<file path="config.mk">
export PLATFORM = sky130hd
export DESIGN_NAME = ladder_keypad_decimal_entry_top
export DESIGN_NICKNAME = d
export VERILOG_FILES = /design/src/sv/lkde_pkg.sv /design/src/sv/lkde_lane.sv /design/src/sv/lkde_merge.sv /design/src/sv/ladder_keypad_decimal_entry_top.sv
export SDC_FILE = /design/constraint.sdc
export NUM_CORES = 1
export LEC_CHECK = 0
export ABC_AREA = 1
export BUFFER_PORTS_ARGS = -buffer_cell sky130_fd_sc_hd__buf_2
export CAP_MARGIN = 10
export CELL_PAD_IN_SITES_DETAIL_PLACEMENT = 1
export CELL_PAD_IN_SITES_GLOBAL_PLACEMENT = 1
export CORE_MARGIN = 2
export CORE_UTILIZATION = 25
export CTS_CLUSTER_DIAMETER = 100
export CTS_CLUSTER_SIZE = 8
export DETAILED_ROUTE_END_ITERATION = 8
export HOLD_SLACK_MARGIN = 0.03
export PLACE_DENSITY = 0.54
export SYNTH_ARGS = -nofsm -noshare
export SYNTH_HDL_FRONTEND = slang
export SYNTH_SLANG_ARGS = --single-unit
</file>
<file path="constraint.sdc">
create_clock -name i_clk -period 15.6 [get_ports i_clk]
set_input_delay 0 -clock i_clk [delete_from_list [all_inputs] [get_ports i_clk]]
set_output_delay 0 -clock i_clk [all_outputs]
set_load 0.1 [all_outputs]
</file>
<file path="src/sv/lkde_pkg.sv">
package lkde_pkg;

    localparam int KEY_W           = 15;
    localparam int LIMIT_W         = 16;
    localparam int LANES           = 3;
    localparam int POSITIONS       = 5;
    localparam int DIGITS          = 10;
    localparam int DEF_SAMPLE_BITS = 10;
    localparam int DEF_VALUE_BITS  = 16;
    localparam int TH_W            = 10;

    localparam logic [LIMIT_W-1:0] LIMIT_RESET = 16'd9999;

    typedef logic [KEY_W-1:0] t_key;
    typedef t_key [POSITIONS-1:0] t_key_map;
    typedef logic [3:0] t_key_idx;
    typedef logic [3:0] t_digit;

    // ladder position of one channel, or nothing pressed
    typedef enum logic [2:0] {
        POS_0    = 3'd0,
        POS_1    = 3'd1,
        POS_2    = 3'd2,
        POS_3    = 3'd3,
        POS_4    = 3'd4,
        POS_NONE = 3'd5
    } t_pos;

    localparam logic [TH_W-1:0] TH0 = 10'd82;
    localparam logic [TH_W-1:0] TH1 = 10'd290;
    localparam logic [TH_W-1:0] TH2 = 10'd525;
    localparam logic [TH_W-1:0] TH3 = 10'd747;
    localparam logic [TH_W-1:0] TH4 = 10'd942;

    localparam t_key_idx KEY_CLR = 4'd4;

    // board wiring, position 0 in the lowest slot
    localparam t_key_map MAP_A = {15'h0080, 15'h1000, 15'h2000, 15'h0040, 15'h0100};
    localparam t_key_map MAP_B = {15'h0020, 15'h0400, 15'h0010, 15'h0800, 15'h4000};
    localparam t_key_map MAP_C = {15'h0004, 15'h0001, 15'h0002, 15'h0008, 15'h0200};

    // digits 1..9 then 0, highest priority first
    localparam t_key_idx DIGIT_BIT [DIGITS] = '{
        4'd1, 4'd6, 4'd11, 4'd3, 4'd0, 4'd10, 4'd12, 4'd7, 4'd2, 4'd5
    };
    localparam t_digit DIGIT_VAL [DIGITS] = '{
        4'd1, 4'd2, 4'd3, 4'd4, 4'd5, 4'd6, 4'd7, 4'd8, 4'd9, 4'd0
    };

    typedef struct packed {
        t_key               keys_held;
        t_key               keys_pressed;
        logic [LIMIT_W-1:0] entry_value;
        logic               entry_changed;
    } t_result;

endpackage

</file>
<file path="src/sv/lkde_lane.sv">
module lkde_lane #(
    parameter int                SAMPLE_BITS = lkde_pkg::DEF_SAMPLE_BITS,
    parameter lkde_pkg::t_key_map KEY_MAP    = lkde_pkg::MAP_A
) (
    input  logic [SAMPLE_BITS-1:0] i_sample,
    output lkde_pkg::t_key         o_keys
);
    import lkde_pkg::*;

    localparam int CMP_W = (SAMPLE_BITS > TH_W) ? SAMPLE_BITS : TH_W;

    logic [CMP_W-1:0] s_ext;
    t_pos             pos;

    assign s_ext = CMP_W'(i_sample);

    always_comb begin
        priority if (s_ext <= CMP_W'(TH0)) pos = POS_0;
        else if (s_ext <= CMP_W'(TH1))     pos = POS_1;
        else if (s_ext <= CMP_W'(TH2))     pos = POS_2;
        else if (s_ext <= CMP_W'(TH3))     pos = POS_3;
        else if (s_ext <= CMP_W'(TH4))     pos = POS_4;
        else                               pos = POS_NONE;
    end

    always_comb begin
        unique case (pos)
            POS_0:   o_keys = KEY_MAP[0];
            POS_1:   o_keys = KEY_MAP[1];
            POS_2:   o_keys = KEY_MAP[2];
            POS_3:   o_keys = KEY_MAP[3];
            POS_4:   o_keys = KEY_MAP[4];
            default: o_keys = '0;
        endcase
    end

endmodule

</file>
<file path="src/sv/lkde_merge.sv">
module lkde_merge #(
    parameter int VALUE_BITS = lkde_pkg::DEF_VALUE_BITS
) (
    input  logic                          i_clk,
    input  logic                          i_rst_n,
    input  logic                          i_accept,
    input  lkde_pkg::t_key                i_lane_keys [lkde_pkg::LANES],
    input  logic [lkde_pkg::LIMIT_W-1:0]  i_limit,
    output lkde_pkg::t_result             o_result
);
    import lkde_pkg::*;

    localparam int PROD_W = VALUE_BITS + 4;
    localparam int CMP_W  = (VALUE_BITS > LIMIT_W) ? VALUE_BITS : LIMIT_W;

    t_key                  r_prev_keys;
    logic [VALUE_BITS-1:0] r_accum;

    t_key                  held;
    t_key                  pressed;
    logic                  hit;
    t_digit                digit;
    logic [PROD_W-1:0]     prod;
    logic [VALUE_BITS-1:0] v_dig;
    logic [VALUE_BITS-1:0] v_key;
    logic                  at_limit;
    logic [VALUE_BITS-1:0] n_accum;
    logic [CMP_W-1:0]      v_wide;

    assign held    = i_lane_keys[0] | i_lane_keys[1] | i_lane_keys[2];
    assign pressed = held & ~r_prev_keys;

    // lowest priority first so the first digit in order wins
    always_comb begin
        hit   = 1'b0;
        digit = '0;
        for (int i = DIGITS - 1; i >= 0; i--) begin
            if (pressed[DIGIT_BIT[i]]) begin
                hit   = 1'b1;
                digit = DIGIT_VAL[i];
            end
        end
    end

    // times ten as shift and add, clamped at full width
    assign prod  = (PROD_W'(r_accum) << 3) + (PROD_W'(r_accum) << 1) + PROD_W'(digit);
    assign v_dig = (prod > PROD_W'({VALUE_BITS{1'b1}})) ? {VALUE_BITS{1'b1}}
                                                         : prod[VALUE_BITS-1:0];

    always_comb begin
        priority if (hit)         v_key = v_dig;
        else if (pressed[KEY_CLR]) v_key = '0;
        else                       v_key = r_accum;
    end

    assign at_limit = CMP_W'(v_key) >= CMP_W'(i_limit);
    assign n_accum  = at_limit ? VALUE_BITS'(CMP_W'(i_limit)) : v_key;
    assign v_wide   = CMP_W'(n_accum);

    assign o_result.keys_held     = held;
    assign o_result.keys_pressed  = pressed;
    assign o_result.entry_value   = v_wide[LIMIT_W-1:0];
    assign o_result.entry_changed = hit | pressed[KEY_CLR] | at_limit;

    always_ff @(posedge i_clk) begin
        if (!i_rst_n) begin
            r_prev_keys <= '0;
            r_accum     <= '0;
        end else if (i_accept) begin
            r_prev_keys <= held;
            r_accum     <= n_accum;
        end
    end

endmodule

</file>
<file path="src/sv/ladder_keypad_decimal_entry_top.sv">
// channel   direction  handshake              payload
// in        input      i_in_valid/o_in_stall   i_ladder_a, i_ladder_b, i_ladder_c
// out       output     o_out_valid/i_out_stall o_keys_held, o_keys_pressed,
//                                              o_entry_value, o_entry_changed
// cfg       input      i_cfg_wr_en             i_cfg_wr_data (entry limit)
// one item per cycle while o_in_stall is low: three lanes classify, the merge
// stage updates key and entry state in the same cycle, and the result is
// registered; an output register plus a skid register keep input transfers going
// while a result waits; o_in_stall rises only when both are full
// synchronous active-low reset clears key history and entry value and sets the limit to 9999
module ladder_keypad_decimal_entry_top #(
    parameter int SAMPLE_BITS = lkde_pkg::DEF_SAMPLE_BITS,
    parameter int VALUE_BITS  = lkde_pkg::DEF_VALUE_BITS
) (
    input  logic                         i_clk,
    input  logic                         i_rst_n,
    input  logic                         i_in_valid,
    output logic                         o_in_stall,
    input  logic [SAMPLE_BITS-1:0]       i_ladder_a,
    input  logic [SAMPLE_BITS-1:0]       i_ladder_b,
    input  logic [SAMPLE_BITS-1:0]       i_ladder_c,
    output logic                         o_out_valid,
    input  logic                         i_out_stall,
    output logic [lkde_pkg::KEY_W-1:0]   o_keys_held,
    output logic [lkde_pkg::KEY_W-1:0]   o_keys_pressed,
    output logic [lkde_pkg::LIMIT_W-1:0] o_entry_value,
    output logic                         o_entry_changed,
    input  logic                         i_cfg_wr_en,
    input  logic [lkde_pkg::LIMIT_W-1:0] i_cfg_wr_data
);
    import lkde_pkg::*;

    logic [LIMIT_W-1:0] r_limit;
    t_key               lane_keys [LANES];
    t_result            result;
    logic               accept;
    logic               out_free;

    t_result r_out;
    logic    r_out_valid;
    t_result r_skid;
    logic    r_skid_valid;

    always_ff @(posedge i_clk) begin
        if (!i_rst_n) begin
            r_limit <= LIMIT_RESET;
        end else if (i_cfg_wr_en) begin
            r_limit <= i_cfg_wr_data;
        end
    end

    lkde_lane #(.SAMPLE_BITS(SAMPLE_BITS), .KEY_MAP(MAP_A)) u_lane_a (
        .i_sample (i_ladder_a),
        .o_keys   (lane_keys[0])
    );

    lkde_lane #(.SAMPLE_BITS(SAMPLE_BITS), .KEY_MAP(MAP_B)) u_lane_b (
        .i_sample (i_ladder_b),
        .o_keys   (lane_keys[1])
    );

    lkde_lane #(.SAMPLE_BITS(SAMPLE_BITS), .KEY_MAP(MAP_C)) u_lane_c (
        .i_sample (i_ladder_c),
        .o_keys   (lane_keys[2])
    );

    lkde_merge #(.VALUE_BITS(VALUE_BITS)) u_merge (
        .i_clk       (i_clk),
        .i_rst_n     (i_rst_n),
        .i_accept    (accept),
        .i_lane_keys (lane_keys),
        .i_limit     (r_limit),
        .o_result    (result)
    );

    assign o_in_stall = r_skid_valid;
    assign accept     = i_in_valid & ~r_skid_valid;
    // output register empties or is taken this cycle
    assign out_free   = ~r_out_valid | ~i_out_stall;

    always_ff @(posedge i_clk) begin
        if (!i_rst_n) begin
            r_out_valid  <= 1'b0;
            r_skid_valid <= 1'b0;
        end else if (out_free) begin
            r_out_valid  <= r_skid_valid | accept;
            r_skid_valid <= 1'b0;
        end else if (accept) begin
            r_skid_valid <= 1'b1;
        end
    end

    always_ff @(posedge i_clk) begin
        if (out_free) begin
            r_out <= r_skid_valid ? r_skid : result;
        end else if (accept) begin
            r_skid <= result;
        end
    end

    assign o_out_valid     = r_out_valid;
    assign o_keys_held     = r_out.keys_held;
    assign o_keys_pressed  = r_out.keys_pressed;
    assign o_entry_value   = r_out.entry_value;
    assign o_entry_changed = r_out.entry_changed;

endmodule
</file>
# After elaboration in Yosys (flattened, before gate mapping)
# Index checks and enable logic that the tools add are counted.
# word_totals
reg_bits	143
inputBits	51
out_inout_bits	49
elab_cells	105
# classes
addsub	2
magnitude_cmp	17
n_eq_ne	12
n_mux	42
bitwise	14
reduce_logical	5
# op_table
cell	count
$le 10x10->1 const B	9
$pmux 15 s5	1
$pmux 14 s5	1
$mux 16	4
$pmux 10 s5	1
$mux 47	1
$mux 3	12
$mux 4	9
$le 10x7->1 const B	3
$le 10x9->1 const B	3
$add 19x17->20	1
$add 20x4->20	1
$gt 20x16->1 const B	1
$eq 3x2->1 const B	6
$ge 16x16->1	1
$and 15x15->15	1
$not 15->15	1
$or 14x15->15	1
$or 15x10->15	1
$mux 1	13
$eq 3x1->1 const B	3
$eq 3x3->1 const B	3
$logic_not 3->1	3
$not 1->1	5
4 further kinds	7

# Longest topological paths before layout
# logic_depth
depth_word	27
mapped_depth	44
mapped_depth_nobuf	43

# Hierarchy
# A second synthesis with hierarchy kept.
# unflattened
cells_unflattened	1148
hier_area_um2	8996.1
# by_module_without_submodules
module	instances	cells_each	area_per_inst_um2	seq_area_each_um2
ladder_keypad_decimal_entry_top	1	343	4216.5	3183.1
lkde_merge	1	619	3872.5	620.6
lkde_lane (u_lane_a)	1	65	317.8	0.0
lkde_lane (u_lane_b)	1	61	302.8	0.0
lkde_lane (u_lane_c)	1	60	286.5	0.0

# Least setup slack after synthesis
# No wires, ideal clock.
# synth_timing
path_kind	input -> register
startpoint	in i_ladder_a[7]
endpoint	reg r_out (netlist bit o_entry_value[10]), data pin
setup_ps	272
arrival_ps	4671
required_ps	15328
slack_ps	10657
stages	37
path_buffers	2
cell_sequence	inv_2 > nand2_1 > nor2_1 > nand3_1 > nand2_1 > nand2_1 > nand4_1 > nand2_1 > nor2_4 > o21ai_0 > nor2_1 > fa_1 > fa_1 > nand3_1 > o211ai_1 > nand2_1 > nand2_1 > nand3_1 > nand2_1 > nand2_1 > nand3_1 > inv_1 > nand2_2 > buf_6 > nor2_1 > o22ai_1 > ha_1 > nand2_1 > inv_1 > nand3_1 > nor3_1 > nand3_1 > nand3_1 > clkinv_1 > buf_2 > nand3_2 > a31oi_1
# synth_via
elab_chain_len	26
word_cells_on_any_way	42
cone_classes	add/sub (1); order compare (7); eq/ne (4); mux (26); bitwise (3); reduce/logical (1)
# synth_rtl
item	line	source
start: declaration	ladder_keypad_decimal_entry_top.sv:19	input logic [SAMPLE_BITS-1:0] i_ladder_a,
$le 10x10->1	lkde_lane.sv:22	else if (s_ext <= CMP_W'(TH4)) pos = POS_4;
$mux 1	lkde_lane.sv:22	
$mux 3	lkde_lane.sv:21	else if (s_ext <= CMP_W'(TH3)) pos = POS_3;
$mux 3	lkde_lane.sv:20	else if (s_ext <= CMP_W'(TH2)) pos = POS_2;
$mux 3	lkde_lane.sv:19	else if (s_ext <= CMP_W'(TH1)) pos = POS_1;
$mux 3 *	lkde_lane.sv:18	priority if (s_ext <= CMP_W'(TH0)) pos = POS_0;
$eq 3x3->1, or another cell as far along	lkde_lane.sv:27	unique case (pos)
$pmux 14 s5 *	lkde_lane.sv:27	
[3 not listed]	--	
$mux 4 (8 in a row)	lkde_merge.sv:38	if (pressed[DIGIT_BIT[i]]) begin
$add 20x4->20	lkde_merge.sv:46	assign prod = (PROD_W'(r_accum) << 3) + (PROD_W'(r_accum) << 1) + PROD_W'(digit);
$gt 20x16->1	lkde_merge.sv:47	assign v_dig = (prod > PROD_W'({VALUE_BITS{1'b1}})) ? {VALUE_BITS{1'b1}}
$mux 16	lkde_merge.sv:47	
$mux 16 *	lkde_merge.sv:51	priority if (hit) v_key = v_dig;
$ge 16x16->1	lkde_merge.sv:56	assign at_limit = CMP_W'(v_key) >= CMP_W'(i_limit);
$mux 16 *	lkde_merge.sv:57	assign n_accum = at_limit ? VALUE_BITS'(CMP_W'(i_limit)) : v_key;
$mux 47 *	ladder_keypad_decimal_entry_top.sv:95	r_out <= r_skid_valid ? r_skid : result;
end signal: assignment	ladder_keypad_decimal_entry_top.sv:95	
end: declaration	ladder_keypad_decimal_entry_top.sv:39	t_result r_out;
# Every way passes the cells marked *; elsewhere a longest branch is shown, timed or not.
# A chain may end at the register's enable or synchronous reset.

==> impl_metrics.py <==
metrics = {
    "timing": {
        "period_share_pct": 46.9,
        "slew-limit-headroom_pct": 43.6,
        "clock.fmax_mhz": 137,
        "tns_ns": 0,
        "skew_ns": 0.0118,
        "worst_slack_ns": 8.29,
        "setup_violations": 0,
        "finalCriticalPeriod_ns": 7.31,
        "worstMarginPinSlew_ns": 0.841,
        "finalHoldViolCount": 0,
        "rsz0062_at_grt": "no",
        "slew_violations": 0,
    },
    "cts": {
        "cts_tree": "built",
        "numCtsBuffers": 17,
        "clk_latency_ns": 0.42,
        "cts_setup_buffers": 0,
        "cts-hold-fix-buffers": 31,
        "h-tree-depth": 4,
        "clock_path_buffers": 2,
        "clock-sinks": 143,
        "cts_resized": 0,
        "clock-root-buffer": "clkbuf_16",
        "clkTransAtPathRegs_ns": 0.06,
    },
    "worst_hold_path": {
        "hold_path.class": "in -> reg",
        "whs_path_depth": 6,
    },
    "run_status": {
        "status": "finished, final reports clean",
    },
    "die": {
        "die_area_um2": 34600,
        "die_h_um": 186,
        "std_cell_rows": 66,
        "core_area_um2": 32600,
        "initial_utilization_pct": 25.4,
        "die_w_um": 186,
        "io_pins": 100,
    },
    "synthesis": {
        "ys_types": 46,
        "synth_area_um2": 8290,
        "syn_inst": 983,
        "synth_flop_cell": "edfxtp_1",
        "yosysWarnings": 0,
        "ys_seq_area_share_pct": 45.9,
        "synth_edf_count": 94,
        "synth_area_per_cell_um2": 8.43,
        "async_flop_share_pct": 0,
        "synth-seq-cells": 143,
        "synthesis.nets": 1083,
        "synth.top_cell.area_share_pct": 34.1,
        "synth_area_leaders": "edfxtp_1 (34%), dfxtp_1 (12%), nand2_1 (10%)",
        "synth_top_cell_by_area": "edfxtp_1",
    },
    "setup_path": {
        "required_ns": 15.77,
        "r2r_slack_ns": 8.68,
        "arrival_ns": 7.48,
        "startpoint": "i_ladder_a[7]",
        "critPathCapture": "o_entry_value[14]",
        "worst-path-max-fanout": 18,
        "regToRegStartpoint": "u_merge.r_prev_keys[12]",
        "cp-start-kind": "input pin",
        "r2r_end": "o_entry_value[14]",
        "crit_path_frequent_cell": "nand2_1",
        "worst_path_max_delay_cell": "clkinv_1",
        "crit_buf_inv": 5,
        "cp_slowest_stage_delay_ns": 0.90,
        "cp_num_cells": 39,
        "cp_top_family": "simple AND/OR/NAND/NOR gates",
        "critPathKind": "in -> reg",
        "worstRegToRegCells": 32,
        "cp-end-kind": "flop",
    },
    "route": {
        "finalWirelength_um": 25100,
        "viasPerCell": 4.48,
        "drc_errors": 0,
        "firstDrtPassIters": 5,
        "ant_nets": 0,
        "dr_total_vias": 6985,
        "drt_first_iter_violations": 294,
        "wl_per_cell_um": 16.1,
    },
    "run": {
        "cap_violations": 0,
    },
    "grt": {
        "grt_pass1_vias": 7056,
        "antenna_found_initial": 0,
        "grt_pass1_wl_um": 39500,
        "grt.total_usage_pct": 15.0,
        "grt_max_degree": 62,
        "gr-total-overflow": 0,
    },
    "final_layout": {
        "layout.nets": 1205,
        "layout-drive-gt1-share_pct": 19.4,
        "area_growth_pct": 23.0,
        "antennaDiodeCount": 0,
        "utilization_pct": 31.2,
    },
    "pwr": {
        "powerDensity_nw_per_um2": 175,
        "p_leak_nw": 4.69,
        "vdd_drop_max_v": 0.0000911,
    },
    "placement": {
        "dpl.hpwl_um": 18500,
        "place.gp.congestion": 0.804,
        "dp_slack_ns": 8.42,
        "port_buffers": 99,
    },
}
[flip-flops by register name, indices dropped and copies added, names as in the netlist]
| name | count |
|---|---|
| r_limit | 16 |
| o_out_valid | 1 |
| o_entry_changed | 1 |
| o_in_stall | 1 |
| u_merge.r_accum | 16 |
| r_skid | 47 |
| o_keys_pressed | 15 |
| o_keys_held | 15 |
| o_entry_value | 16 |
| u_merge.r_prev_keys | 15 |
[synth_stat cells, types with 3 or more instances]
cell type  number
edfxtp_1       94
nand4_1         7
inv_1         118
nor2_2          3
buf_2           4
inv_2          11
nand2_4         4
a21oi_1        78
nand2_2        12
xnor2_1         3
nand3_1        49
nor2_4          6
nand3_2        15
dfxtp_1        49
xor2_1          7
o21ai_0        70
a31oi_1        19
nand2_1       231
o21ai_2        16
nor2_1         69
buf_1           3
o22ai_1        15
ha_1           47
buf_6           4
a21o_1          3
clkbuf_1       18
[through the flow]
step	hold WS [ns]	power, mW	cell area [µm²]	instances
3_3_place_gp	0.227	1.31	9210	1497
2_1_floorplan	0.126	1.13	8290	983
5_1_grt	0.0633	1.89	10200	1560
4_1_cts	0.0382	1.80	10200	1560
3_5_place_dp	0.227	1.32	9210	1497
6_report	0.0452	1.78	10200	1560
[worst reg2reg max path: cells and delay by family (launching register included)]
family / cells / cell delay [ns]
AO/OA/AOI/OAI: 5 / 0.79
adder cells (fa/ha/maj): 3 / 1.34
buffers and inverters: 3 / 1.03
flip-flops: 1 / 0.34
AND/OR/NAND/NOR: 21 / 3.16
[placed cells by master (no fill, tap or decap), types with 4 or more instances in the layout]
cell | netlist | layout
a21oi_1 | 78 | 78
a31oi_1 | 19 | 19
buf_2 | 4 | 99
buf_4 | 1 | 4
bufinv_16 | 0 | 6
clkbuf_16 | 0 | 17
dfxtp_1 | 49 | 48
dlygate4sd3_1 | 0 | 31
edfxtp_1 | 94 | 94
ha_1 | 47 | 47
inv_1 | 118 | 118
inv_2 | 11 | 11
nand2_1 | 231 | 230
nand2_2 | 12 | 13
nand2_4 | 4 | 4
nand3_1 | 49 | 49
nand3_2 | 15 | 15
nand4_1 | 7 | 7
nor2_1 | 69 | 67
nor2_4 | 6 | 8
o21ai_0 | 70 | 70
o21ai_2 | 16 | 16
o22ai_1 | 15 | 15
xor2_1 | 7 | 7
[worst min-delay path by stage]
stage,startpoint,to,slack [ns]
6_report,i_ladder_c[8],u_merge.r_prev_keys[3],0.05
5_1_grt,i_rst_n,r_limit[5],0.06
4_1_cts,i_ladder_c[8],u_merge.r_prev_keys[3],0.04
3_5_place_dp,i_cfg_wr_data[13],r_limit[13],0.23
3_3_place_gp,i_cfg_wr_data[10],r_limit[10],0.23
2_1_floorplan,i_cfg_wr_data[0],r_limit[0],0.13
[kinds of logic (layout without fill, tap and decap cells)]
| group | Yosys count | in the layout | share of synthesized area (%) |
|---|---|---|---|
| xor gates and xnor gates | 10 | 10 | 1.06 |
| AOI/OAI and AO/OA | 210 | 210 | 14.6 |
| buffers and inverters | 164 | 299 | 8.21 |
| and+or+nand+nor | 407 | 407 | 22.6 |
| DFF | 143 | 143 | 45.9 |
| adders and majority gates | 49 | 49 | 7.58 |
[per-layer routing]
layer | vias up | track usage, % | part of all wire [%]
met1 | 3317 | 20.7 | 49
met5 | - | 0 | 0
met2 | 107 | 24.4 | 46
li1 | 3543 | - | -
met3 | 18 | 2.54 | 3.5
met4 | 0 | 3.53 | 1.2
[area by class of cell]
cell class / count / area [µm²]
fillers: 3912 / 22400
flip-flops and latches: 143 / 3800
well taps: 442 / 553
multi-input cells: 676 / 3820
inverters: 133 / 509
clock inverters: 13 / 235
clock buffers: 19 / 433
repair buffers: 134 / 836
[power by group]
group | leakage (nW) | internal, mW | total, mW | switching, mW
clock | 0.318 | 0.301 | 0.470 | 0.169
combinational | 3.01 | 0.204 | 0.797 | 0.593
sequential | 1.36 | 0.482 | 0.512 | 0.0297
No activity file was read; power rests on OpenSTA's default activity.
